<file path="src/hw/rtl/kofn_det_pkg.sv">
// shared types and constants for the k-of-n event detector with hold-off
package kofn_det_pkg;

  // length of the sliding hit window in frames (1 to 32)
  localparam int WINDOW_LEN = 15;

  // exact mark count width, and a width that also holds the saturation limit
  localparam int CNT_W      = $clog2(WINDOW_LEN + 1);
  localparam int CNT_WIDE_W = (CNT_W > 4) ? CNT_W : 4;

  // field widths
  localparam int PROB_W  = 17;
  localparam int MINH_W  = 4;
  localparam int HOLD_W  = 8;
  localparam int EVT_W   = 32;
  localparam int HITS_W  = 4;
  localparam int CFG_W   = 17;
  localparam int CFG_IDX_W = 2;

  // Q0.16 full scale and count saturation
  localparam logic [PROB_W-1:0] PROB_ONE  = PROB_W'(65536);
  localparam logic [HITS_W-1:0] COUNT_MAX = HITS_W'(15);

  // register reset values
  localparam logic [PROB_W-1:0] THRESH_RST = PROB_W'(32768);
  localparam logic [MINH_W-1:0] MINH_RST   = MINH_W'(2);
  localparam logic [HOLD_W-1:0] HOLD_RST   = HOLD_W'(66);

  // configuration register indexes
  typedef enum logic [CFG_IDX_W-1:0] {
    REG_HIT_THRESHOLD  = 2'd0,
    REG_HITS_NEEDED    = 2'd1,
    REG_HOLDOFF_FRAMES = 2'd2,
    REG_UNUSED         = 2'd3
  } cfg_reg_t;

  // one result beat
  typedef struct packed {
    logic              detected;
    logic [EVT_W-1:0]  event_total;
    logic [PROB_W-1:0] peak_level;
    logic              report_valid;
    logic [HITS_W-1:0] window_hits;
  } result_t;

  // clamp an exact mark count to the reported range
  function automatic logic [HITS_W-1:0] sat_count(input logic [CNT_W-1:0] cnt);
    logic [CNT_WIDE_W-1:0] wide;
    logic [HITS_W-1:0]     res;
    wide = CNT_WIDE_W'(cnt);
    if (wide > CNT_WIDE_W'(COUNT_MAX)) begin
      res = COUNT_MAX;
    end else begin
      res = wide[HITS_W-1:0];
    end
    return res;
  endfunction

endpackage

</file>
<file path="src/hw/rtl/k_of_n_event_detector_with_holdoff.sv">
// k-of-n event detector with hold-off: top level
// Usage:
//   Input channel (in_valid / in_ready) carries one classifier frame per beat:
//   probability in unsigned Q0.16 (values above 1.0 are clamped) and
//   report_due. Output channel (out_valid / out_ready) returns exactly one
//   result beat per input beat, in order: detected, event_total, peak_level,
//   report_valid and window_hits.
//   Registers hit_threshold, hits_needed and holdoff_frames are written
//   through cfg_we / cfg_index / cfg_data; write them only while the block is idle.
// Timing:
//   The whole frame update is one short combinational pass into the state
//   and result registers, so each result is registered in the output register,
//   or in the skid register while the output stalls, and one frame is taken every cycle when the receiver keeps up.
//   A two-entry result buffer (output register plus skid register) lets the
//   block take another frame while a result waits; in_ready drops only when
//   both entries are full, and rises again as soon as the receiver takes one.
// Reset:
//   rst is synchronous; it clears window, counts, hold-off, peak and the
//   result buffer, loads the register defaults (0.5, 2, 66), and holds
//   in_ready low while asserted.
module k_of_n_event_detector_with_holdoff (
  input  logic                                 clk,
  input  logic                                 rst,
  // frame input
  input  logic                                 in_valid,
  output logic                                 in_ready,
  input  logic [kofn_det_pkg::PROB_W-1:0]      probability,
  input  logic                                 report_due,
  // result output
  output logic                                 out_valid,
  input  logic                                 out_ready,
  output logic                                 detected,
  output logic [kofn_det_pkg::EVT_W-1:0]       event_total,
  output logic [kofn_det_pkg::PROB_W-1:0]      peak_level,
  output logic                                 report_valid,
  output logic [kofn_det_pkg::HITS_W-1:0]      window_hits,
  // configuration writes
  input  logic                                 cfg_we,
  input  logic [kofn_det_pkg::CFG_IDX_W-1:0]   cfg_index,
  input  logic [kofn_det_pkg::CFG_W-1:0]       cfg_data
);

  localparam int WL = kofn_det_pkg::WINDOW_LEN;

  // configuration registers
  logic [kofn_det_pkg::PROB_W-1:0] hit_threshold;
  logic [kofn_det_pkg::MINH_W-1:0] hits_needed;
  logic [kofn_det_pkg::HOLD_W-1:0] holdoff_frames;

  // detector state
  logic [WL-1:0]                   hit_window;
  logic [kofn_det_pkg::CNT_W-1:0]  hit_counter;
  logic [kofn_det_pkg::HOLD_W-1:0] holdoff_left;
  logic [kofn_det_pkg::EVT_W-1:0]  event_counter;
  logic [kofn_det_pkg::PROB_W-1:0] peak_hold;

  // result buffer
  kofn_det_pkg::result_t out_res;
  kofn_det_pkg::result_t skid_res;
  logic                  skid_valid;

  // frame datapath
  logic [kofn_det_pkg::PROB_W-1:0] prob_sat;
  logic [kofn_det_pkg::PROB_W-1:0] peak_next;
  logic                            hot;
  logic [WL:0]                     win_ext;
  logic [WL-1:0]                   win_shift;
  logic [kofn_det_pkg::CNT_W-1:0]  count_next;
  logic [kofn_det_pkg::HITS_W-1:0] count_sat;
  logic                            fire;
  kofn_det_pkg::result_t           res_next;
  logic                            accept;
  logic                            out_fire;

  assign accept   = in_valid && in_ready;
  assign out_fire = out_valid && out_ready;
  assign in_ready = !skid_valid && !rst;

  // clamp, peak tracking and hit test
  always_comb begin
    prob_sat  = (probability > kofn_det_pkg::PROB_ONE) ? kofn_det_pkg::PROB_ONE : probability;
    peak_next = (prob_sat > peak_hold) ? prob_sat : peak_hold;
    hot       = (prob_sat >= hit_threshold);
  end

  // window shift and running count: new mark in, oldest mark out
  always_comb begin
    win_ext    = {hit_window, hot};
    win_shift  = win_ext[WL-1:0];
    count_next = hit_counter + kofn_det_pkg::CNT_W'(hot)
                 - kofn_det_pkg::CNT_W'(hit_window[WL-1]);
    count_sat  = kofn_det_pkg::sat_count(count_next);
  end

  // event decision and result assembly
  always_comb begin
    fire = (holdoff_left == '0) && (count_sat >= hits_needed);
    res_next.detected     = fire;
    res_next.event_total  = fire ? (event_counter + kofn_det_pkg::EVT_W'(1)) : event_counter;
    res_next.peak_level   = peak_next;
    res_next.report_valid = report_due;
    res_next.window_hits  = fire ? '0 : count_sat;
  end

  // configuration registers
  always_ff @(posedge clk) begin
    if (rst) begin
      hit_threshold  <= kofn_det_pkg::THRESH_RST;
      hits_needed    <= kofn_det_pkg::MINH_RST;
      holdoff_frames <= kofn_det_pkg::HOLD_RST;
    end else if (cfg_we) begin
      unique case (kofn_det_pkg::cfg_reg_t'(cfg_index))
        kofn_det_pkg::REG_HIT_THRESHOLD:  hit_threshold  <= cfg_data;
        kofn_det_pkg::REG_HITS_NEEDED:    hits_needed    <= cfg_data[kofn_det_pkg::MINH_W-1:0];
        kofn_det_pkg::REG_HOLDOFF_FRAMES: holdoff_frames <= cfg_data[kofn_det_pkg::HOLD_W-1:0];
        default: begin
        end
      endcase
    end
  end

  // detector state update per accepted frame
  always_ff @(posedge clk) begin
    if (rst) begin
      hit_window    <= '0;
      hit_counter   <= '0;
      holdoff_left  <= '0;
      event_counter <= '0;
      peak_hold     <= '0;
    end else if (accept) begin
      peak_hold <= report_due ? '0 : peak_next;
      if (holdoff_left != '0) begin
        holdoff_left <= holdoff_left - kofn_det_pkg::HOLD_W'(1);
        hit_window   <= win_shift;
        hit_counter  <= count_next;
      end else if (fire) begin
        holdoff_left  <= holdoff_frames;
        event_counter <= res_next.event_total;
        hit_window    <= '0;
        hit_counter   <= '0;
      end else begin
        hit_window  <= win_shift;
        hit_counter <= count_next;
      end
    end
  end

  // result buffer: output register with a skid entry behind it
  always_ff @(posedge clk) begin
    if (rst) begin
      out_valid  <= 1'b0;
      skid_valid <= 1'b0;
    end else if (accept) begin
      if (out_valid && !out_ready) begin
        skid_valid <= 1'b1;
      end else begin
        out_valid <= 1'b1;
      end
    end else if (out_fire) begin
      if (skid_valid) begin
        skid_valid <= 1'b0;
      end else begin
        out_valid <= 1'b0;
      end
    end
  end

  // result payload, no reset needed
  always_ff @(posedge clk) begin
    if (accept) begin
      if (out_valid && !out_ready) begin
        skid_res <= res_next;
      end else begin
        out_res <= res_next;
      end
    end else if (out_fire && skid_valid) begin
      out_res <= skid_res;
    end
  end

  assign detected     = out_res.detected;
  assign event_total  = out_res.event_total;
  assign peak_level   = out_res.peak_level;
  assign report_valid = out_res.report_valid;
  assign window_hits  = out_res.window_hits;

  // running count always matches the marks in the window
  a_count_matches: assert property (@(posedge clk) disable iff (rst)
    hit_counter == kofn_det_pkg::CNT_W'($countones(hit_window)))
    else $error("hit counter out of step with window");

  // skid entry only holds data behind a full output register
  a_skid_order: assert property (@(posedge clk) disable iff (rst)
    skid_valid |-> out_valid)
    else $error("skid entry valid with empty output register");

  // an event loads the hold-off and clears the window
  a_fire_load: assert property (@(posedge clk) disable iff (rst)
    accept && fire |=> holdoff_left == $past(holdoff_frames) && hit_window == '0)
    else $error("event did not load hold-off or clear window");

  // event counter moves only on an accepted frame that fires
  a_evt_stable: assert property (@(posedge clk) disable iff (rst)
    !(accept && fire) |=> $stable(event_counter))
    else $error("event counter changed without an event");

  // a detection result always reports an empty window
  a_det_hits: assert property (@(posedge clk) disable iff (rst)
    out_valid && out_res.detected |-> out_res.window_hits == '0)
    else $error("detection with nonzero window hits");

endmodule
</file>
<file path="config.mk">
export PLATFORM = sky130hd
export DESIGN_NAME = k_of_n_event_detector_with_holdoff
export DESIGN_NICKNAME = d
export VERILOG_FILES = /design/src/hw/rtl/kofn_det_pkg.sv /design/src/hw/rtl/k_of_n_event_detector_with_holdoff.sv
export SDC_FILE = /design/constraint.sdc
export NUM_CORES = 1
export LEC_CHECK = 0
export ABC_CLOCK_PERIOD_IN_PS = 7100
export BUFFER_PORTS_ARGS = -buffer_cell sky130_fd_sc_hd__buf_2
export CAP_MARGIN = 20
export CELL_PAD_IN_SITES_DETAIL_PLACEMENT = 1
export CELL_PAD_IN_SITES_GLOBAL_PLACEMENT = 1
export CORE_ASPECT_RATIO = 0.5
export CORE_UTILIZATION = 47
export DETAILED_ROUTE_END_ITERATION = 8
export GPL_TIMING_DRIVEN = 0
export PLACE_DENSITY_LB_ADDON = 0.05
export SLEW_MARGIN = 30
export SYNTH_ARGS = -nofsm -noshare
export SYNTH_HDL_FRONTEND = slang
export SYNTH_SLANG_ARGS = --single-unit
</file>
<file path="constraint.sdc">
create_clock -name clk -period 7.1 [get_ports clk]
set_input_delay 1.065 -clock clk [delete_from_list [all_inputs] [get_ports clk]]
set_output_delay 1.065 -clock clk [all_outputs]
set_load 0.01 [all_outputs]
</file>
After elaboration in Yosys (flattened, before gate mapping). Index checks and enable logic that the tools add are counted.

Magnitude comparators: 5. Muxes and demuxes: 22. Eq/ne operators: 5. Bitwise logic cells: 1. Add/sub/neg operators: 4. Reduce and logical (&&, ||, !) cells: 24.

Operator list (number): two-way mux 55 bit (3); two-way mux 17 bit (3); adder 32 x 1 -> 32 bit (second input constant) (1); two-way mux 32 bit (1); two-way mux 15 bit (2); greater-or-equal comparator 17 bit (1); > comparator 17 bit (1); > comparator 17 bit (second input constant) (1); two-way mux 4 bit (4); two-way mux 8 bit (2); AND reduction 2 bit (7); zero test 8 bit (1); nonzero test 8 bit (1); subtractor 8 x 1 -> 8 bit (second input constant) (1); two-way mux 1 bit (7); logical AND 1 bit (6); AND reduction 3 bit (2); nonzero test 2 bit (3); adder 4 x 1 -> 4 bit (1); greater-or-equal comparator 4 bit (1); > comparator 4 bit (second input constant) (1); != test 2 x 1 -> 1 bit (second input constant) (2); subtractor 4 x 1 -> 4 bit (1); zero test 1 bit (3); other kinds (5) (5).

Output and inout bits: 57. Logic and storage cells: 81. Register bits: 217. Input bits: 42.

Logic depth before layout (Yosys ltp). Gate-level depths: netlist (run 1).

Word-level depth: 12. Depth in mapped cells: 26. Gate-level depth less buffers: 25.

Worst setup path before layout (run 1). No wires, ideal clock.

Kind: input -> register. From: input probability[3] (netlist bit). To: register out_res, in the netlist event_total[11], data pin. Setup time: 260 ps. Data arrival time: 5728 ps. Path buffers: 2. Setup slack: 1112 ps. Required time: 6840 ps. Stages: 26. Cell sequence: nor4_1 nand4_1 nand2_1 clkbuf_1 nand2_1 inv_1 ha_1 a21o_1 a21o_1 a21oi_1 o21ai_0 a21oi_1 ha_1 inv_1 ha_1 inv_1 fa_1 inv_1 ha_1 inv_1 o21ai_0 nand4_2 clkbuf_1 nor3_1 xor2_1 mux2_2.

RTL lines: start: declaration (line k_of_n_event_detector_with_holdoff.sv:27) `input logic [kofn_det_pkg::PROB_W-1:0] probability,`; end signal: assignment (line k_of_n_event_detector_with_holdoff.sv:174) `out_res <= res_next;`; end signal: assignment (line k_of_n_event_detector_with_holdoff.sv:177) `out_res <= skid_res;`; end: declaration (line k_of_n_event_detector_with_holdoff.sv:58) `kofn_det_pkg::result_t out_res;`.

==> results of run 1 <==
## layer usage
metal / track usage [%] / up-vias
met5: 0 / -
met1: 32.7 / 4004
met2: 43.6 / 139
li1: - / 3921
met3: 3.46 / 43
met4: 6.21 / 0
## final timing paths
check | start | depth (start not counted) | slack, ns | endpoint
max | probability[11] | 27 | 0.45 | event_total[14]
min reg2reg | hit_window[12] | 2 | 0.46 | hit_window[12]
max reg2reg | hit_threshold[0] | 20 | 2.12 | event_total[14]
min | hit_window[12] | 2 | 0.46 | hit_window[12]
## sequential cells by signal, indices dropped and copies added (netlist names), 4 cells and up
name and flops:
event_counter 32, event_total 32, hit_counter 4, hit_threshold 17, hit_window 15, hits_needed 4, holdoff_frames 8, holdoff_left 8
peak_hold 17, peak_level 17, skid_res 55, window_hits 4
## metrics by stage
| stage | setup TNS (ns) | cell area, µm² | setup WS, ns | std cells | power, mW |
|---|---|---|---|---|---|
| final | 0 | 12000 | 0.446 | 1460 | 3.11 |
| after global routing | 0 | 12000 | 0.0983 | 1460 | 3.25 |
| after CTS | 0 | 12000 | 0.0815 | 1459 | 3.13 |
| after detailed placement | -37.53 | 11300 | -0.698 | 1422 | 2.00 |
| after global placement | -88.51 | 11200 | -1.15 | 1418 | 1.97 |
| after floorplan | 0 | 10300 | 1.11 | 1028 | 1.83 |
## Yosys cell counts (all sizes together), types with 4 or more instances
master    n  area, µm²
xor2     21        184
dfxtp   107       2140
nor4     31        215
xnor2    36        315
nand2   131        492
o221a    16        180
edfxtp  110       3300
o21ai    36        180
a21oi    66        330
nand3    58        290
a21o     11       82.6
buf       4       22.5
nor2     70        263
nand4    16        106
ha       44        551
or3       9       61.3
a22o     16        140
inv      72        270
or4       5       45.0
nor3     30        155
mux2     31        349
nand2b    4       25.0
nor2b     4       25.0
a211o     4       35.0
clkbuf   46        173
and3      4       25.0
mux2i    11        110
## cells by family after synthesis
logic type               after synthesis  synth area share, %
adder cells (fa/ha/maj)               45                 5.51
multiplexers                          42                 4.44
AO/OA/AOI/OAI                        166                 10.4
buffers and inverters                123                 4.53
AND/OR/NAND/NOR                      378                 17.7
flip-flops                           217                 52.6
XOR/XNOR                              57                 4.82
## worst reg2reg max path: stages, from the launching register on
cell	delay (ns)
dfxtp_1	0.33
ha_1	0.29
nand2b_1	0.14
a21o_1	0.17
a211oi_1	0.26
o211ai_1	0.15
a21oi_2	0.29
ha_1	0.29
inv_1	0.06
ha_1	0.15
inv_1	0.06
fa_1	0.37
xnor2_1	0.34
ha_1	0.30
o21ai_0	0.23
nand2b_1	0.19
nand4_1	0.24
clkbuf_2	0.32
nor3_1	0.10
xnor2_1	0.17
mux2_2	0.27
## repair_timing
| item | 4_1_cts | 5_1_grt |
|---|---|---|
| buffers inserted | 0 | 1 |
| endpoints found under the hold margin | 0 | 0 |
| resized for setup | 4 | 10 |
| pin swaps | 1 | 1 |
| hold buffers | 0 | 0 |
| setup endpoints to repair | 29 | 75 |
## layout by cell type (no fill, tap or decap), drive strengths merged, types with 3 or more instances in the layout
master / count
a22o: 16
and3: 4
mux2: 31
or2: 3
nand3b: 3
clkbuf: 78
xor2: 21
a21oi: 66
buf: 107
edfxtp: 110
o21ai: 36
a211oi: 3
nor2: 70
a211o: 4
nand2: 131
mux2i: 11
dfxtp: 107
nand4: 16
nor3: 30
or3: 9
o21a: 3
or4: 5
a22oi: 3
o211ai: 3
inv: 72
clkinv: 4
o221a: 16
nand3: 58
xnor2: 36
nor2b: 4
and2: 3
ha: 44
nor4: 31
nand2b: 4
a21o: 11
## final cells by class
type / count / area [µm²] / share of cell area, %
plain buffers: 50 / 201 / 1.68
clock buffers: 32 / 587 / 4.89
clock inverters: 5 / 73.8 / 0.615
well taps: 292 / 365 / 3.04
multi-input cells: 688 / 4490 / 37.4
flip-flops and latches: 217 / 5450 / 45.4
repair buffers: 103 / 568 / 4.73
inverters: 73 / 274 / 2.28
## power by group
group | internal, mW | leakage [nW] | switching, mW
Combinational | 0.214 | 2.30 | 0.372
Clock | 0.642 | 0.321 | 0.477
Sequential | 1.37 | 1.95 | 0.0364
==> out/metrics.csv, run 1 <==
metric,value,unit
Initial Util,49.1,%
Worst EP arrival,6.91,ns
CP max FO,10,
Ys Warns,0,
initial antenna violation count,0,
largest net degree at the start of global routing,38,
TritonCTS clock tree,yes,
critical path's slowest cell,nor4_2,
HP Class,flip-flop to flip-flop,
clock root buffer,clkbuf_16,
share of cells above drive strength 1,17.3,%
wire length on met3,900,µm
Chip Width,212,µm
GP Congestion,0.867,
Initial DRC Count,390,
diode count,0,
DR vias,8107,
Congestion Overflow GR,0,
wire length per cell,18.7,µm
Leak,4.57,nW
final WL,27300,µm
final hold violation count,0,
register area share after synthesis,52.6,%
IO Pins,99,
Synth Cell Area,0.0103,mm²
global-route wire length before repair,44300,µm
DRT antenna net count,0,
Post-Syn Instances,1028,
clock transition at the registers of the reported paths,0.06,ns
library cells used by synthesis,52,
CP bufs+invs,6,
final period demand of the worst path,6.65,ns
max-slew violation count,0,
H-tree depth,1,
Clock Skew,0.00742,ns
status,"complete, no violations",
Main synth FF type,edfxtp_1,
Critical Path Start Type,primary input,
vias in the first global route,8465,
top sig layer,met4,
Vias/cell,5.55,
Worst-Skew Late Latency,0.51,ns
fill count,2365,
Nets,1241,
synthesis-stage register bit count,217,
Hold WS,0.457,ns
slew margin rel.,45.3,%
fin util,57.0,%
PortBufs,98,
final setup fails,0,
Worst path most repeated cell,ha_1,
Global Route Usage Sum,24.9,%
Post-synth EDFFs,110,
Max Buffers Root-to-Sink,3,
Core ar.,0.0211,mm²
residual DRC count,0,
syn_area_per_cell,10.1,µm²
die height,107,µm
fmax,150,MHz
VDD IR max,0.149,mV
"Period Utilization, post-route",93.7,%
Layout area overhead,16.0,%
DR WL met2,13200,µm
met1 wire length,12600,µm
row count,37,
WP data required,7.36,ns
TritonCTS Sinks,217,
Power per Cell Area,259,mW/mm²
Die ar.,0.0227,mm²
MaxCap Viol Count,0,
Worst-Margin Slew,0.820,ns
Crit Path Class,primary input to flip-flop,
Post-synth ARST share,0,%
RSZ-0062 raised after global routing,no,
Worst Setup End Kind,flip-flop,
syn_nets,1115,
First-pass DRT Iterations,5,
TritonCTS Buffers,21,
detailed-placement wirelength estimate,19800,µm
largest stage delay on the critical path,0.42,ns
"delay-heaviest family, CP",simple AND/OR/NAND/NOR gates,
(Power assumes the default switching activity.)
==> run 2: changes to the inputs <==
Settings changed: CORE_UTILIZATION 47 to 48, CTS_BUF_LIST set to sky130_fd_sc_hd__clkbuf_2.
==> run 2 against run 1 <==
Effect of this change:
- worst setup slack worse by 0.18 ns
- first-iteration DRC count shrank 0.51%
- non-clock buffer count is the same
- clock power fell by 28%
- cell area is 2.1% lower
- largest power group unchanged
- final cell count is 2.4% higher
==> out/metrics.csv, run 2 (same netlist as run 1, synthesis figures left out) <==
metric,value,unit,change
post-CTS setup buffers,0,,unchanged
Largest register FFs,55,,unchanged
Layout area overhead,13.6,%,was 16.0%
Area after DPL,0.0113,mm²,about the same
Crit Path Class,primary input to flip-flop,,unchanged
fmax,146,MHz,was 150 MHz
CP max FO,10,,unchanged
TritonCTS Buffers,49,,was 21
share of cells above drive strength 1,20.2,%,was 17.3%
WP data required,7.69,ns,was 7.36 ns
Worst Setup End Kind,flip-flop,,unchanged
Sw Share,33.0,%,was 28.5%
RSZ-0062 raised after global routing,no,,unchanged
wire length per cell,18.4,µm,was 18.7 µm
Critical R2R Launch,hit_threshold[0],,unchanged
global-route wire length before repair,45400,µm,was 44300 µm
VDD IR max,0.127,mV,was 0.149 mV
H-tree depth,2,,was 1
Core ar.,0.0208,mm²,was 0.0211 mm²
Worst-Margin Slew,0.878,ns,was 0.820 ns
DR vias,8329,,was 8107
Leak,4.60,nW,was 4.57 nW
hold_buf cts,0,,unchanged
Critical Path Start Type,primary input,,unchanged
initial antenna violation count,0,,unchanged
fill count,2440,,was 2365
Multi-input gate area,0.00446,mm²,was 0.00449 mm²
CP bufs+invs,8,,was 6
clock transition at the registers of the reported paths,0.12,ns,was 0.06 ns
Initial DRC Count,388,,was 390
FF+latch area,0.00545,mm²,unchanged
clock root buffer,clkbuf_2,,was clkbuf_16
final WL,27500,µm,was 27300 µm
detailed-placement wirelength estimate,19700,µm,was 19800 µm
vias in the first global route,8944,,was 8465
critical path's slowest cell,fa_1,,was nor4_2
Pint,1.87,mW,was 2.22 mW
Power per Cell Area,237,mW/mm²,was 259 mW/mm²
fin util,56.4,%,was 57.0%
Chip Width,210,µm,was 212 µm
slew margin rel.,40.9,%,was 45.3%
sw power,0.920,mW,was 0.885 mW
First-pass DRT Iterations,4,,was 5
"Period Utilization, post-route",96.2,%,was 93.7%
reg2reg setup slack,1.63,ns,was 2.12 ns
final hold violation count,0,,unchanged
hold path startpoint,out_ready,,was hit_window[12]
R2R cell count,20,,unchanged
HP Class,primary input to flip-flop,,was flip-flop to flip-flop
largest stage delay on the critical path,0.53,ns,was 0.42 ns
Die ar.,0.0222,mm²,was 0.0227 mm²
Gate power share,20.6,%,was 18.8%
Initial Util,49.7,%,was 49.1%
TritonCTS clock tree,yes,,unchanged
Final Cell Area,0.0118,mm²,was 0.0120 mm²
diode count,0,,unchanged
largest net degree at the start of global routing,38,,unchanged
IO Pins,99,,unchanged
Worst-Skew Late Latency,0.84,ns,was 0.51 ns
reg2reg end,event_total[11],,was event_total[14]
Worst path most repeated cell,inv_1,,was ha_1
Nets,1269,,was 1241
Clock Skew,0.0470,ns,was 0.00742 ns
Vias/cell,5.57,,was 5.55
"commonest cells after routing, fill and taps aside","nand2_1 (131), edfxtp_1 (110), dfxtp_1 (107), buf_2 (98), clkbuf_2 (78)",,"was nand2_1 (131), edfxtp_1 (110), dfxtp_1 (107), buf_2 (98), inv_1 (72)"
"delay-heaviest family, CP",simple AND/OR/NAND/NOR gates,,unchanged
Worst EP arrival,7.42,ns,was 6.91 ns
TritonCTS Sinks,217,,unchanged
"most common cell after layout, fill and taps aside",nand2_1,,unchanged
max-slew violation count,0,,unchanged
Global Route Usage Sum,25.8,%,was 24.9%
MaxCap Viol Count,0,,unchanged
clock network fraction of design power,29.1,%,was 36.0%
status,"complete, no violations",,unchanged
PortBufs,98,,unchanged
final setup fails,0,,unchanged
Congestion Overflow GR,0,,unchanged
final period demand of the worst path,6.83,ns,was 6.65 ns
hold endpoint,skid_valid,,was hit_window[12]
residual DRC count,0,,unchanged
Max Buffers Root-to-Sink,3,,unchanged
Flop pwr share,50.3,%,was 45.2%
Hold Path Stages,2,,unchanged
DRT antenna net count,0,,unchanged
die height,106,µm,was 107 µm
Largest Register,skid_res,,unchanged
GP Congestion,0.833,,was 0.867
row count,37,,unchanged
TNS Setup,0,ns,unchanged
-- run 2: layout make-up --
class | count | area share [%]
well taps | 273 | 2.91
clock buffers | 77 | 3.28
clock inverters | 14 | 0.468
multi-input cells | 688 | 37.9
inverters | 73 | 2.33
plain buffers | 50 | 1.67
repair buffers | 103 | 5.11
flip-flops and latches | 217 | 46.3
-- run 2: layer usage --
metal  wire (µm)  vias to the layer above  track usage (%)
met3        1280                       41             5.57
met2       13200                      174             44.1
li1            -                     4001                -
met1       12700                     4113             32.8
met5           0                        -                0
met4         389                        0             7.56
-- run 2: metrics by stage --
stage	power [mW]	worst slack, ns	hold slack, ns	cells
floorplan	1.83	1.11	0.432	1028
CTS	2.83	0.269	0.376	1495
global route	2.96	0.125	0.370	1495
finish	2.79	0.267	0.464	1495
global placement	1.97	-1.04	0.439	1399
detailed placement	2.00	-0.665	0.453	1404
-- run 2: power groups by stage --
| stage | Clock (mW) | Combinational, mW | Sequential (mW) |
|---|---|---|---|
| 2_1_floorplan | 0 | 0.394 | 1.44 |
| 3_3_place_gp | 0 | 0.543 | 1.43 |
| 3_5_place_dp | 0 | 0.573 | 1.43 |
| 4_1_cts | 0.848 | 0.576 | 1.40 |
| 5_1_grt | 0.905 | 0.640 | 1.41 |
| 6_report | 0.811 | 0.574 | 1.40 |
-- run 2: repair_timing --
item | in CTS | in global routing
resized for setup | 0 | 2
hold endpoints to repair | 0 | 0
endpoints found under the setup margin | 0 | 4
-- run 2: worst max path at each step --
stage,from,endpoint,depth (start not counted)
6_report,probability[1],event_total[11],27
3_3_place_gp,rst,event_total[31],6
3_5_place_dp,probability[3],event_total[11],27
2_1_floorplan,probability[3],event_total[11],26
5_1_grt,probability[3],event_total[11],27
4_1_cts,probability[3],event_total[11],27
